===== src/rtl/trs_pkg.sv =====
// Shared types and constants for the TFTP receive sequencer.
// No dependencies; used by every module of the block.
package trs_pkg;

  // Data block size and the datagram length that marks a full block
  localparam int unsigned BLOCK_SIZE     = 512;
  localparam logic [9:0]  FULL_DGRAM_LEN = 10'(BLOCK_SIZE + 4);
  localparam logic [9:0]  HDR_LEN        = 10'd4;

  // Depth of the queue between front and back
  localparam int unsigned QUEUE_DEPTH = 2;

  // Protocol constants
  localparam logic [15:0] TFTP_PORT    = 16'd69;
  localparam logic [7:0]  OPC_DATA     = 8'd3;
  localparam logic [7:0]  OPC_MAXLEGAL = 8'd5;
  localparam logic [2:0]  ERR_ILLEGAL  = 3'd4;
  localparam logic [2:0]  ERR_TID      = 3'd5;

  // Reset values of configuration registers
  localparam logic [7:0]  RETRY_LIMIT_RST   = 8'd5;
  localparam logic [15:0] TIMEOUT_TICKS_RST = 16'd1000;

  typedef enum logic [1:0] {
    CFG_SERVER_ADDR   = 2'd0,
    CFG_FLASH_BASE    = 2'd1,
    CFG_RETRY_LIMIT   = 2'd2,
    CFG_TIMEOUT_TICKS = 2'd3
  } cfg_idx_t;

  typedef enum logic [1:0] {
    OP_START  = 2'd0,
    OP_DGRAM  = 2'd1,
    OP_TICK   = 2'd2,
    OP_UNUSED = 2'd3
  } op_t;

  typedef enum logic [1:0] {
    KIND_NONE = 2'd0,
    KIND_RRQ  = 2'd1,
    KIND_ACK  = 2'd2,
    KIND_ERR  = 2'd3
  } kind_t;

  typedef enum logic [1:0] {
    ST_IDLE = 2'd0,
    ST_RUN  = 2'd1,
    ST_DONE = 2'd2,
    ST_FAIL = 2'd3
  } status_t;

  typedef enum logic [3:0] {
    PH_IDLE = 4'b0001,
    PH_RUN  = 4'b0010,
    PH_DONE = 4'b0100,
    PH_FAIL = 4'b1000
  } phase_t;

  typedef struct packed {
    logic [31:0] server_address;
    logic [31:0] flash_base;
    logic [7:0]  retry_limit;
    logic [15:0] timeout_ticks;
  } cfg_t;

  // Classified item as queued between front and back
  typedef struct packed {
    op_t         op;
    logic        addr_ok;
    logic [15:0] src_port;
    logic        is_data;
    logic        is_illegal;
    logic [15:0] block_number;
    logic [9:0]  wr_len;
    logic        last_block;
  } item_t;

endpackage


===== src/rtl/trs_front.sv =====
// Front end: accepts input items and classifies them.
// Depends on trs_pkg; feeds trs_queue.
module trs_front (
  input  logic               in_valid,
  output logic               in_ready,
  input  logic [1:0]         in_op,
  input  logic [31:0]        in_src_address,
  input  logic [15:0]        in_src_port,
  input  logic [7:0]         in_pkt_opcode,
  input  logic [15:0]        in_block_number,
  input  logic [9:0]         in_dgram_length,
  input  logic [31:0]        server_address,
  input  logic               q_full,
  output logic               push,
  output trs_pkg::item_t     push_item
);

  // Take an item whenever the queue has room
  assign in_ready = !q_full;
  assign push     = in_valid && !q_full;

  // Classification that needs no sequencer state
  always_comb begin
    push_item.op           = trs_pkg::op_t'(in_op);
    push_item.addr_ok      = (in_src_address == server_address);
    push_item.src_port     = in_src_port;
    push_item.is_data      = (in_pkt_opcode == trs_pkg::OPC_DATA);
    push_item.is_illegal   = (in_pkt_opcode > trs_pkg::OPC_MAXLEGAL);
    push_item.block_number = in_block_number;
    // Payload length, zero for runt datagrams
    push_item.wr_len       = (in_dgram_length >= trs_pkg::HDR_LEN) ?
                             (in_dgram_length - trs_pkg::HDR_LEN) : 10'd0;
    push_item.last_block   = (in_dgram_length != trs_pkg::FULL_DGRAM_LEN);
  end

endmodule


===== src/rtl/trs_queue.sv =====
// Small FIFO of classified items between front and back.
// Depends on trs_pkg.
module trs_queue #(
  parameter int unsigned DEPTH = trs_pkg::QUEUE_DEPTH
) (
  input  logic               clk,
  input  logic               rst_n,
  input  logic               push,
  input  trs_pkg::item_t     push_item,
  input  logic               pop,
  output logic               pop_valid,
  output trs_pkg::item_t     pop_item,
  output logic               full
);

  localparam int unsigned PW = (DEPTH > 1) ? $clog2(DEPTH) : 1;
  localparam int unsigned CW = $clog2(DEPTH + 1);
  localparam logic [PW-1:0] LAST_PTR = PW'(DEPTH - 1);
  localparam logic [CW-1:0] DEPTH_CNT = CW'(DEPTH);

  trs_pkg::item_t mem_r [DEPTH];
  logic [PW-1:0]  wr_ptr_r, wr_ptr_nxt;
  logic [PW-1:0]  rd_ptr_r, rd_ptr_nxt;
  logic [CW-1:0]  count_r, count_nxt;

  assign pop_valid = (count_r != '0);
  assign full      = (count_r == DEPTH_CNT);
  assign pop_item  = mem_r[rd_ptr_r];

  // Pointer and occupancy update
  always_comb begin
    wr_ptr_nxt = wr_ptr_r;
    rd_ptr_nxt = rd_ptr_r;
    count_nxt  = count_r;
    if (push) begin
      wr_ptr_nxt = (wr_ptr_r == LAST_PTR) ? '0 : wr_ptr_r + PW'(1);
    end
    if (pop) begin
      rd_ptr_nxt = (rd_ptr_r == LAST_PTR) ? '0 : rd_ptr_r + PW'(1);
    end
    if (push && !pop) begin
      count_nxt = count_r + CW'(1);
    end else if (pop && !push) begin
      count_nxt = count_r - CW'(1);
    end
  end

  always_ff @(posedge clk) begin
    if (!rst_n) begin
      wr_ptr_r <= '0;
      rd_ptr_r <= '0;
      count_r  <= '0;
    end else begin
      wr_ptr_r <= wr_ptr_nxt;
      rd_ptr_r <= rd_ptr_nxt;
      count_r  <= count_nxt;
    end
  end

  // Entry storage
  always_ff @(posedge clk) begin
    if (push) begin
      mem_r[wr_ptr_r] <= push_item;
    end
  end

endmodule


===== src/rtl/trs_back.sv =====
// Back end: transfer state machine and registered result.
// Depends on trs_pkg; drains trs_queue.
module trs_back (
  input  logic               clk,
  input  logic               rst_n,
  input  trs_pkg::cfg_t      cfg,
  input  logic               pop_valid,
  input  trs_pkg::item_t     pop_item,
  output logic               pop,
  output logic               out_valid,
  input  logic               out_ready,
  output logic [1:0]         out_send_kind,
  output logic [15:0]        out_send_block,
  output logic [2:0]         out_error_code,
  output logic [15:0]        out_dest_port,
  output logic               out_write_enable,
  output logic [31:0]        out_write_address,
  output logic [9:0]         out_write_length,
  output logic [1:0]         out_status
);

  // Transfer state
  trs_pkg::phase_t phase_r, phase_nxt;
  logic [15:0]     block_count_r, block_count_nxt;
  logic [31:0]     bytes_r, bytes_nxt;
  logic [15:0]     server_port_r, server_port_nxt;
  logic            latched_r, latched_nxt;
  logic [7:0]      retry_r, retry_nxt;
  logic [15:0]     tick_r, tick_nxt;
  trs_pkg::kind_t  last_kind_r, last_kind_nxt;
  logic [15:0]     last_value_r, last_value_nxt;

  // Result register
  logic            out_valid_r, out_valid_nxt;
  logic [1:0]      kind_r, kind_nxt;
  logic [15:0]     send_block_r, send_block_nxt;
  logic [2:0]      error_code_r, error_code_nxt;
  logic [15:0]     dest_port_r, dest_port_nxt;
  logic            wr_en_r, wr_en_nxt;
  logic [31:0]     wr_addr_r, wr_addr_nxt;
  logic [9:0]      wr_len_r, wr_len_nxt;
  logic [1:0]      status_r, status_nxt;

  logic            take;
  logic            do_emit;
  logic            use_retry;
  trs_pkg::kind_t  em_kind;
  logic [15:0]     em_value;
  logic [15:0]     cur_port;
  logic [15:0]     dest;
  logic [7:0]      retry_inc;
  logic            in_seq;

  // Move an item on when the result slot is free or being emptied
  assign take = pop_valid && (!out_valid_r || out_ready);
  assign pop  = take;

  always_comb begin
    phase_nxt       = phase_r;
    block_count_nxt = block_count_r;
    bytes_nxt       = bytes_r;
    server_port_nxt = server_port_r;
    latched_nxt     = latched_r;
    retry_nxt       = retry_r;
    tick_nxt        = tick_r;
    last_kind_nxt   = last_kind_r;
    last_value_nxt  = last_value_r;
    do_emit         = 1'b0;
    use_retry       = 1'b0;
    em_kind         = trs_pkg::KIND_NONE;
    em_value        = 16'd0;
    wr_en_nxt       = 1'b0;
    wr_addr_nxt     = 32'd0;
    wr_len_nxt      = 10'd0;
    cur_port        = latched_r ? server_port_r : pop_item.src_port;
    in_seq          = ({1'b0, block_count_r} + 17'd1) == {1'b0, pop_item.block_number};
    retry_inc       = retry_r + 8'd1;

    case (pop_item.op)
      trs_pkg::OP_START: begin
        phase_nxt       = trs_pkg::PH_RUN;
        block_count_nxt = 16'd0;
        bytes_nxt       = 32'd0;
        server_port_nxt = 16'd0;
        latched_nxt     = 1'b0;
        retry_nxt       = 8'd0;
        tick_nxt        = 16'd0;
        do_emit         = 1'b1;
        em_kind         = trs_pkg::KIND_RRQ;
      end
      trs_pkg::OP_TICK: begin
        if (phase_r == trs_pkg::PH_RUN) begin
          // Timeout resends the last packet
          if (tick_r >= cfg.timeout_ticks) begin
            tick_nxt  = 16'd0;
            do_emit   = 1'b1;
            em_kind   = last_kind_r;
            em_value  = last_value_r;
            use_retry = 1'b1;
          end else begin
            tick_nxt = tick_r + 16'd1;
          end
        end
      end
      trs_pkg::OP_DGRAM: begin
        if (phase_r == trs_pkg::PH_RUN) begin
          tick_nxt = 16'd0;
          if (pop_item.addr_ok) begin
            // First datagram from the server fixes its port
            if (!latched_r) begin
              server_port_nxt = pop_item.src_port;
              latched_nxt     = 1'b1;
            end
            if (pop_item.src_port != cur_port) begin
              do_emit  = 1'b1;
              em_kind  = trs_pkg::KIND_ERR;
              em_value = {13'd0, trs_pkg::ERR_TID};
            end else if (!pop_item.is_data) begin
              if (pop_item.is_illegal) begin
                do_emit  = 1'b1;
                em_kind  = trs_pkg::KIND_ERR;
                em_value = {13'd0, trs_pkg::ERR_ILLEGAL};
              end
              use_retry = 1'b1;
            end else begin
              // Next block in sequence goes to flash
              if (in_seq) begin
                wr_en_nxt       = 1'b1;
                wr_addr_nxt     = cfg.flash_base + bytes_r;
                wr_len_nxt      = pop_item.wr_len;
                bytes_nxt       = bytes_r + {22'd0, pop_item.wr_len};
                block_count_nxt = pop_item.block_number;
              end
              do_emit   = 1'b1;
              em_kind   = trs_pkg::KIND_ACK;
              em_value  = in_seq ? pop_item.block_number : block_count_r;
              retry_nxt = 8'd0;
              if (pop_item.last_block) begin
                phase_nxt = trs_pkg::PH_DONE;
              end
            end
          end
        end
      end
      default: begin
      end
    endcase

    if (use_retry) begin
      retry_nxt = retry_inc;
      if (retry_inc >= cfg.retry_limit) begin
        phase_nxt = trs_pkg::PH_FAIL;
      end
    end

    if (do_emit) begin
      last_kind_nxt  = em_kind;
      last_value_nxt = em_value;
    end

    // Packet fields
    dest           = latched_nxt ? server_port_nxt : trs_pkg::TFTP_PORT;
    kind_nxt       = em_kind;
    send_block_nxt = (em_kind == trs_pkg::KIND_ACK) ? em_value : 16'd0;
    error_code_nxt = (em_kind == trs_pkg::KIND_ERR) ? em_value[2:0] : 3'd0;
    dest_port_nxt  = (em_kind == trs_pkg::KIND_NONE) ? 16'd0 : dest;

    case (phase_nxt)
      trs_pkg::PH_IDLE: status_nxt = trs_pkg::ST_IDLE;
      trs_pkg::PH_RUN:  status_nxt = trs_pkg::ST_RUN;
      trs_pkg::PH_DONE: status_nxt = trs_pkg::ST_DONE;
      trs_pkg::PH_FAIL: status_nxt = trs_pkg::ST_FAIL;
      default:          status_nxt = trs_pkg::ST_IDLE;
    endcase

    // Result slot occupancy
    if (take) begin
      out_valid_nxt = 1'b1;
    end else if (out_ready) begin
      out_valid_nxt = 1'b0;
    end else begin
      out_valid_nxt = out_valid_r;
    end
  end

  // Control state
  always_ff @(posedge clk) begin
    if (!rst_n) begin
      phase_r       <= trs_pkg::PH_IDLE;
      block_count_r <= 16'd0;
      bytes_r       <= 32'd0;
      server_port_r <= 16'd0;
      latched_r     <= 1'b0;
      retry_r       <= 8'd0;
      tick_r        <= 16'd0;
      last_kind_r   <= trs_pkg::KIND_NONE;
      last_value_r  <= 16'd0;
      out_valid_r   <= 1'b0;
    end else begin
      out_valid_r <= out_valid_nxt;
      if (take) begin
        phase_r       <= phase_nxt;
        block_count_r <= block_count_nxt;
        bytes_r       <= bytes_nxt;
        server_port_r <= server_port_nxt;
        latched_r     <= latched_nxt;
        retry_r       <= retry_nxt;
        tick_r        <= tick_nxt;
        last_kind_r   <= last_kind_nxt;
        last_value_r  <= last_value_nxt;
      end
    end
  end

  // Result payload
  always_ff @(posedge clk) begin
    if (take) begin
      kind_r       <= kind_nxt;
      send_block_r <= send_block_nxt;
      error_code_r <= error_code_nxt;
      dest_port_r  <= dest_port_nxt;
      wr_en_r      <= wr_en_nxt;
      wr_addr_r    <= wr_addr_nxt;
      wr_len_r     <= wr_len_nxt;
      status_r     <= status_nxt;
    end
  end

  assign out_valid         = out_valid_r;
  assign out_send_kind     = kind_r;
  assign out_send_block    = send_block_r;
  assign out_error_code    = error_code_r;
  assign out_dest_port     = dest_port_r;
  assign out_write_enable  = wr_en_r;
  assign out_write_address = wr_addr_r;
  assign out_write_length  = wr_len_r;
  assign out_status        = status_r;

endmodule


===== src/rtl/tftp_receive_sequencer_core.sv =====
// An accepted item goes through a queue entry, then the result register, before it is valid.
// One item per cycle while the result side drains; the back-end state updates once per item.
// The front queue keeps taking items while a result waits, until its entries are full.
// Reset: synchronous, active low; clears transfer state, queue and result valid,
// and loads the configuration registers with their defaults.
// Top level of the TFTP receive sequencer; uses trs_pkg, trs_front, trs_queue, trs_back.
module tftp_receive_sequencer_core #(
  parameter int unsigned QUEUE_DEPTH = trs_pkg::QUEUE_DEPTH
) (
  input  logic        clk,
  input  logic        rst_n,
  input  logic        cfg_we,
  input  logic [1:0]  cfg_index,
  input  logic [31:0] cfg_data,
  input  logic        in_valid,
  output logic        in_ready,
  input  logic [1:0]  in_op,
  input  logic [31:0] in_src_address,
  input  logic [15:0] in_src_port,
  input  logic [7:0]  in_pkt_opcode,
  input  logic [15:0] in_block_number,
  input  logic [9:0]  in_dgram_length,
  output logic        out_valid,
  input  logic        out_ready,
  output logic [1:0]  out_send_kind,
  output logic [15:0] out_send_block,
  output logic [2:0]  out_error_code,
  output logic [15:0] out_dest_port,
  output logic        out_write_enable,
  output logic [31:0] out_write_address,
  output logic [9:0]  out_write_length,
  output logic [1:0]  out_status
);

  trs_pkg::cfg_t  cfg_r;
  trs_pkg::item_t push_item;
  trs_pkg::item_t pop_item;
  logic           push;
  logic           pop;
  logic           pop_valid;
  logic           q_full;

  // Configuration registers
  always_ff @(posedge clk) begin
    if (!rst_n) begin
      cfg_r.server_address <= 32'd0;
      cfg_r.flash_base     <= 32'd0;
      cfg_r.retry_limit    <= trs_pkg::RETRY_LIMIT_RST;
      cfg_r.timeout_ticks  <= trs_pkg::TIMEOUT_TICKS_RST;
    end else if (cfg_we) begin
      case (trs_pkg::cfg_idx_t'(cfg_index))
        trs_pkg::CFG_SERVER_ADDR:   cfg_r.server_address <= cfg_data;
        trs_pkg::CFG_FLASH_BASE:    cfg_r.flash_base     <= cfg_data;
        trs_pkg::CFG_RETRY_LIMIT:   cfg_r.retry_limit    <= cfg_data[7:0];
        trs_pkg::CFG_TIMEOUT_TICKS: cfg_r.timeout_ticks  <= cfg_data[15:0];
        default: begin
        end
      endcase
    end
  end

  trs_front u_front (
    .in_valid        (in_valid),
    .in_ready        (in_ready),
    .in_op           (in_op),
    .in_src_address  (in_src_address),
    .in_src_port     (in_src_port),
    .in_pkt_opcode   (in_pkt_opcode),
    .in_block_number (in_block_number),
    .in_dgram_length (in_dgram_length),
    .server_address  (cfg_r.server_address),
    .q_full          (q_full),
    .push            (push),
    .push_item       (push_item)
  );

  trs_queue #(
    .DEPTH (QUEUE_DEPTH)
  ) u_queue (
    .clk       (clk),
    .rst_n     (rst_n),
    .push      (push),
    .push_item (push_item),
    .pop       (pop),
    .pop_valid (pop_valid),
    .pop_item  (pop_item),
    .full      (q_full)
  );

  trs_back u_back (
    .clk               (clk),
    .rst_n             (rst_n),
    .cfg               (cfg_r),
    .pop_valid         (pop_valid),
    .pop_item          (pop_item),
    .pop               (pop),
    .out_valid         (out_valid),
    .out_ready         (out_ready),
    .out_send_kind     (out_send_kind),
    .out_send_block    (out_send_block),
    .out_error_code    (out_error_code),
    .out_dest_port     (out_dest_port),
    .out_write_enable  (out_write_enable),
    .out_write_address (out_write_address),
    .out_write_length  (out_write_length),
    .out_status        (out_status)
  );

endmodule


===== config.mk =====
export PLATFORM = sky130hd
export DESIGN_NAME = tftp_receive_sequencer_core
export DESIGN_NICKNAME = d
export VERILOG_FILES = /design/src/rtl/trs_pkg.sv /design/src/rtl/trs_front.sv /design/src/rtl/trs_queue.sv /design/src/rtl/trs_back.sv /design/src/rtl/tftp_receive_sequencer_core.sv
export SDC_FILE = /design/constraint.sdc
export NUM_CORES = 1
export LEC_CHECK = 0
export BUFFER_PORTS_ARGS = -buffer_cell sky130_fd_sc_hd__buf_2
export CELL_PAD_IN_SITES_DETAIL_PLACEMENT = 2
export CELL_PAD_IN_SITES_GLOBAL_PLACEMENT = 2
export CORE_MARGIN = 2
export CORE_UTILIZATION = 34
export DETAILED_ROUTE_END_ITERATION = 8
export PLACE_DENSITY = 0.83
export SLEW_MARGIN = 20
export SYNTH_ARGS = -nofsm -noshare
export SYNTH_HDL_FRONTEND = slang
export SYNTH_SLANG_ARGS = --single-unit
export TNS_END_PERCENT = 50

===== constraint.sdc =====
create_clock -name clk -period 4.8 [get_ports clk]
set_clock_uncertainty 0.1 [all_clocks]
set_input_delay 0.24 -clock clk [delete_from_list [all_inputs] [get_ports clk]]
set_output_delay 0.24 -clock clk [all_outputs]
set_load 0.01 [all_outputs]

# Yosys cells after proc, flatten, opt, wreduce, memory -nomap -nowiden

Memory sizes are Yosys's and may differ from the RTL's. A register that Yosys moved wholly into a read port is not among the register bits.
Cells that the tools add are included.

Bits in registers: 286
Bits in latches: 0
RAM bits: 96
Bits in read-only memories: 0
Input bits: 123
Output and inout bits: 84
Memories: 1

$add $sub $neg: 10
$mul: 0
Div/mod/pow operators: 0
$lt $le $gt $ge: 4
Eq/ne operators: 27
Shift-type cells: 0
Mux-type cells: 80
Bitwise gates (word level): 6
Reductions and logical operators: 30

Memories:

| memory        | words | bits a word | rd ports | clocked after memory_dff | write ports | line            | RTL |
|---|---|---|---|---|---|---|---|
| u_queue.mem_r | 2     | 48          | 1        | 1                        | 1           | trs_queue.sv:21 | `trs_pkg::item_t mem_r [DEPTH];` |

Operators with widths:

| kind                                                                                  | number |
|---|---|
| 16-bit 2-to-1 mux                                                                     | 17 |
| 32-bit 2-to-1 mux                                                                     | 5 |
| 16-bit case mux with 2 select lines                                                   | 3 |
| 32-bit case mux with 2 select lines                                                   | 1 |
| 16-bit case mux with 3 select lines                                                   | 1 |
| 8-bit 2-to-1 mux                                                                      | 5 |
| 32-bit by 10-bit adder with 32-bit output                                             | 1 |
| 32-bit adder                                                                          | 1 |
| 32-bit equality test                                                                  | 1 |
| 4-bit 2-to-1 mux                                                                      | 7 |
| 1-bit 2-to-1 mux                                                                      | 22 |
| 2-bit 2-to-1 mux                                                                      | 9 |
| 16-bit by 1-bit adder with 17-bit output (second input constant)                      | 1 |
| 17-bit by 16-bit equality test with 1-bit output                                      | 1 |
| 16-bit by 1-bit adder with 16-bit output (second input constant)                      | 1 |
| 16-bit greater-or-equal comparator                                                    | 1 |
| 16-bit != test                                                                        | 1 |
| 8-bit case mux with 2 select lines                                                    | 1 |
| 2-bit equality test (second input constant)                                           | 6 |
| 2-bit case mux with 3 select lines                                                    | 2 |
| 6-bit AND reduction                                                                   | 2 |
| 10-bit by 3-bit greater-or-equal comparator with 1-bit output (second input constant) | 1 |
| 10-bit 2-to-1 mux                                                                     | 1 |
| 10-bit != test (second input constant)                                                | 1 |
| other kinds (34)                                                                      | 65 |

# Depth between registers and ports, before layout

Word-level depth: 10
Gate-level depth with buffers: 18
Mapped depth without buffers: 12

# Hierarchy

A second synthesis with hierarchy kept.

Cell total of the unflattened synthesis: 1,920
Area total of the unflattened synthesis: 19,693.9 µm²

Modules (own cells, without submodules):

| module                      | instances | cells an instance | area each (µm²) |
|---|---|---|---|
| trs_back                    | 1         | 1,294             | 11,776.3 |
| trs_queue                   | 1         | 171               | 3,684.8 |
| tftp_receive_sequencer_core | 1         | 336               | 3,362.0 |
| trs_front                   | 1         | 119               | 870.8 |

# Worst setup path after synthesis

No wires, ideal clock.

Path kind: register to register
Start: register u_back.out_valid_r (netlist: u_back.out_valid)
End: register u_back.retry_r[0]
Library setup time: 115 ps
Arrival time: 4,855 ps
Path slack: -270 ps
Cell stages (with the launch flop): 10
Path buffers: 2
Period minus slack after synthesis: 5,070 ps
Path through: dfxtp_1 nor2b_1 or2_2 clkbuf_1 inv_1 buf_1 o211ai_1 nand3_1 o21ai_0 and2_1

Word-level cells in the longest chain between the ends: 4

Ends and longest elaborated chain:

| element                              | line                              | RTL |
|---|---|---|
| from (decl)                          | trs_back.sv:34                    | `logic out_valid_r, out_valid_nxt;` |
| from (signal assigned)               | trs_back.sv:200                   | `out_valid_r <= out_valid_nxt;` |
| 1-bit logical NOT                    | trs_back.sv:55                    | `assign take = pop_valid && (!out_valid_r \|\| out_ready);` |
| 1-bit logical OR                     | trs_back.sv:55                    |  |
| 1-bit logical AND                    | trs_back.sv:55                    |  |
| net pop                              | tftp_receive_sequencer_core.sv:39 | `logic pop;` |
| 6-bit AND reduction (no source line) | -                                 |  |
| to (signal assigned)                 | trs_back.sv:207                   | `retry_r <= retry_nxt;` |
| to (decl)                            | trs_back.sv:28                    | `logic [7:0] retry_r, retry_nxt;` |

The timed path passes the listed nets, and every way through them passes these cells.
A chain may end at the register's enable or synchronous reset.

==> results_dict.tcl <==
set metrics [dict create \
    max_freq_mhz 227 \
    drive_gt1_share_pct 16.0 \
    crit_path_max_fanout 37 \
    min_period_ns 4.41 \
    num_io_pins 207 \
    insertion_delay_ns 0.59 \
    p_leak_nw 8.58 \
    synth.largest_area_cell "edfxtp_1" \
    die_h_um 238 \
    synth_flop_cell "dfxtp_1" \
    cts_setup_buffers 0 \
    cap_violations 0 \
    initial_core_util_pct 34.5 \
    die_w_um 238 \
    rows 85 \
    register_area_sq_mm 0.00945 \
    dieArea_sq_mm 0.0567 \
    overflow 0 \
    synthTopCellsByArea "edfxtp_1 (29%), dfxtp_1 (22%), nand2_1 (5.6%)" \
    ys_warn_count 0 \
    cts_htree_levels 2 \
    cts_buffers 43 \
    routed_wl_mm 70.8 \
    grt_pass1_wl_mm 108 \
    cts.sink_count 383 \
    fin_tns_setup_ns 0 \
    worstPathRequired_ns 5.18 \
    multiInputGateArea_sq_mm 0.00864 \
    worst_hold_path_type "primary input to flop" \
    first_pass_iters 6 \
    synth-async-reset-ratio_pct 0 \
    vias 16100 \
    gp_congestion 0.845 \
    grt_usage_pct 24.6 \
    hpwlAfterDp_mm 45.8 \
    cts_root_buf "clkbuf_16" \
    io_buffers 206 \
    status "finished clean" \
    clk_path_buf_depth 3 \
    synth_area_sq_mm 0.0186 \
    via_per_inst 5.56 \
    yosysSeqAreaShare_pct 50.7 \
    period_share_pct 91.8 \
    syn_to_final_growth_pct 20.9 \
    synth_top_area_share_pct 28.7 \
    endpoint_kind "flop" \
    peakVddDrop_mv 0.273 \
    synth_cells 1885 \
    relSlewSlack_pct 28.5 \
    first_global_vias 18000 \
    start_kind "flop" \
    finalHoldViolCount 0 \
    antenna_found_initial 10 \
    rsz0062_at_grt "false" \
    avgSynthCellArea_sq_um 9.89 \
    syn_nets 2085 \
    final_nets 2350 \
    fill_cells 5743 \
    drc_errors 0 \
    drt_iter0_drc 792 \
    tightest_slew_ns 1.07 \
    synth-seq-cells 383 \
    worstSetupPathType "flop to flop" \
    final-setup-viol-count 0 \
    ant_nets 0 \
    tritoncts "built" \
    finalPower_w 0.00969 \
    coreArea_sq_mm 0.0540 \
    report.final.slew_viol_count 0 \
    grt_start_max_net_pins 70 \
    wl_per_cell_um 24.5 \
    path_clk_slew_ns 0.07 \
    synth-edff-count 178 \
    synth_cell_type_count 75 \
    p_per_area_mw_per_mm2 430 \
    worstPathArrival_ns 4.79 \
]
-- Yosys cell counts (31+ instances only) --
master,count
mux2i_1,39
nand2_1,276
xnor2_1,70
clkbuf_1,68
nor3_1,31
dfxtp_1,205
nand3_1,59
and3_1,46
ha_1,75
edfxtp_1,178
nor2_1,135
o21ai_0,77
inv_1,63
xor2_1,68
a21oi_1,167
-- worst paths after layout --
path | startpoint | to | slack, ns | cells past startpoint
setup reg to reg | flop | u_back.block_count_r[3] | 0.39 | 9
hold / removal | in_dgram_length[7] | u_queue.mem_r[0][8] | 0.02 | 3
setup / recovery | flop | u_back.block_count_r[3] | 0.39 | 9
hold reg to reg | cfg_r[12] | cfg_r[12] | 0.36 | 2
-- area by class of cell --
type	instances	area share (%)
Sequential cell	383	41.9
Clock buffer	64	5.44
Antenna cell	11	0.122
Timing Repair Buffer	304	8.75
Tap cell	696	3.86
Multi-Input combinational cell	1355	38.3
Clock inverter	14	0.483
Inverter	63	1.07
-- cell usage in the layout (no fill, tap or decap), drive strengths merged, types with 14 or more instances in the layout --
master and count:
dfxtp 205, mux2 15, clkbuf 64, or3 17, a211oi 19, nor2b 14
a21oi 177, dlygate4sd3 77, o21ai 78, edfxtp 178, buf 227, nand2 276
nor2 137, nor4 19, o31ai 15, and3 46, xor2 68, nor3 31
ha 75, a21o 20, mux2i 46, o2bb2ai 16, inv 65, xnor2 70
nand3 59
-- kinds of logic after synthesis --
kind of cell             after synthesis  synth area share [%]
AO/OA/AOI/OAI                        403                  13.6
XOR/XNOR                             138                  6.48
adder cells (fa/ha/maj)               77                  5.25
buffers and inverters                147                  3.19
flip-flops                           383                  50.7
multiplexers                          61                  3.52
AND/OR/NAND/NOR                      676                  17.3
-- critical path, stage by stage (launching register included) --
cell       delay, ns
dfxtp_2         0.36
buf_12          0.29
mux2i_1         0.36
ha_1            0.45
and3_1          0.52
nand2_1         0.27
or2_1           0.51
a21oi_4         0.33
nand3_1         0.65
o2bb2ai_1       0.44
-- stage by stage --
step                      instances  setup slack, ns  hold slack [ns]  utilization [%]  cell area, sq um
after floorplan                1885            0.106            0.239                -             18600
after global placement         2724            0.906            0.331             37.8             20400
after detailed placement       2724            0.550            0.332             37.8             20400
after CTS                      2879            0.534          0.00603             41.6             22500
after global routing           2890            0.217           0.0453             41.7             22500
final                          2890            0.394           0.0166             41.7             22500
-- layer usage --
| metal | vias to the layer above | track usage [%] | wire length, um |
|---|---|---|---|
| met5 | - | 0 | 0 |
| met4 | 0 | 13.2 | 3680 |
| met3 | 205 | 3.83 | 2880 |
| met2 | 470 | 43.7 | 36200 |
| met1 | 8119 | 28.3 | 28000 |
| li1 | 7269 | - | - |
-- what timing repair did --
action / CTS / global route
endpoints found under the hold margin: 169 / 0
hold buffers: 77 / 0
resized for setup: 0 / 0
-- where the power goes --
group | total (W) | switching (W) | internal [W]
clock | 0.00327 | 0.00145 | 0.00183
combinational | 0.00218 | 0.00146 | 0.000713
sequential | 0.00424 | 0.000230 | 0.00401
total | 0.00969 | 0.00314 | 0.00655
-- registers in the layout, summed over array words and instances, names as in the netlist, 2 cells and up, named ones only --
register                  cells
u_back.out_send_block        16
u_back.out_write_length      10
u_back.last_value_r          16
u_back.tick_r                16
u_back.out_dest_port         16
u_back.out_error_code         3
u_queue.mem_r                96
u_back.out_send_kind          2
u_back.server_port_r         16
cfg_r                        88
u_back.out_status             2
u_back.phase_r                4
u_back.out_write_address     32
u_back.bytes_r               32
u_back.retry_r                8
u_back.last_kind_r            2
u_back.block_count_r         16
u_queue.count_r               2
No activity file was read; power rests on OpenSTA's default activity.
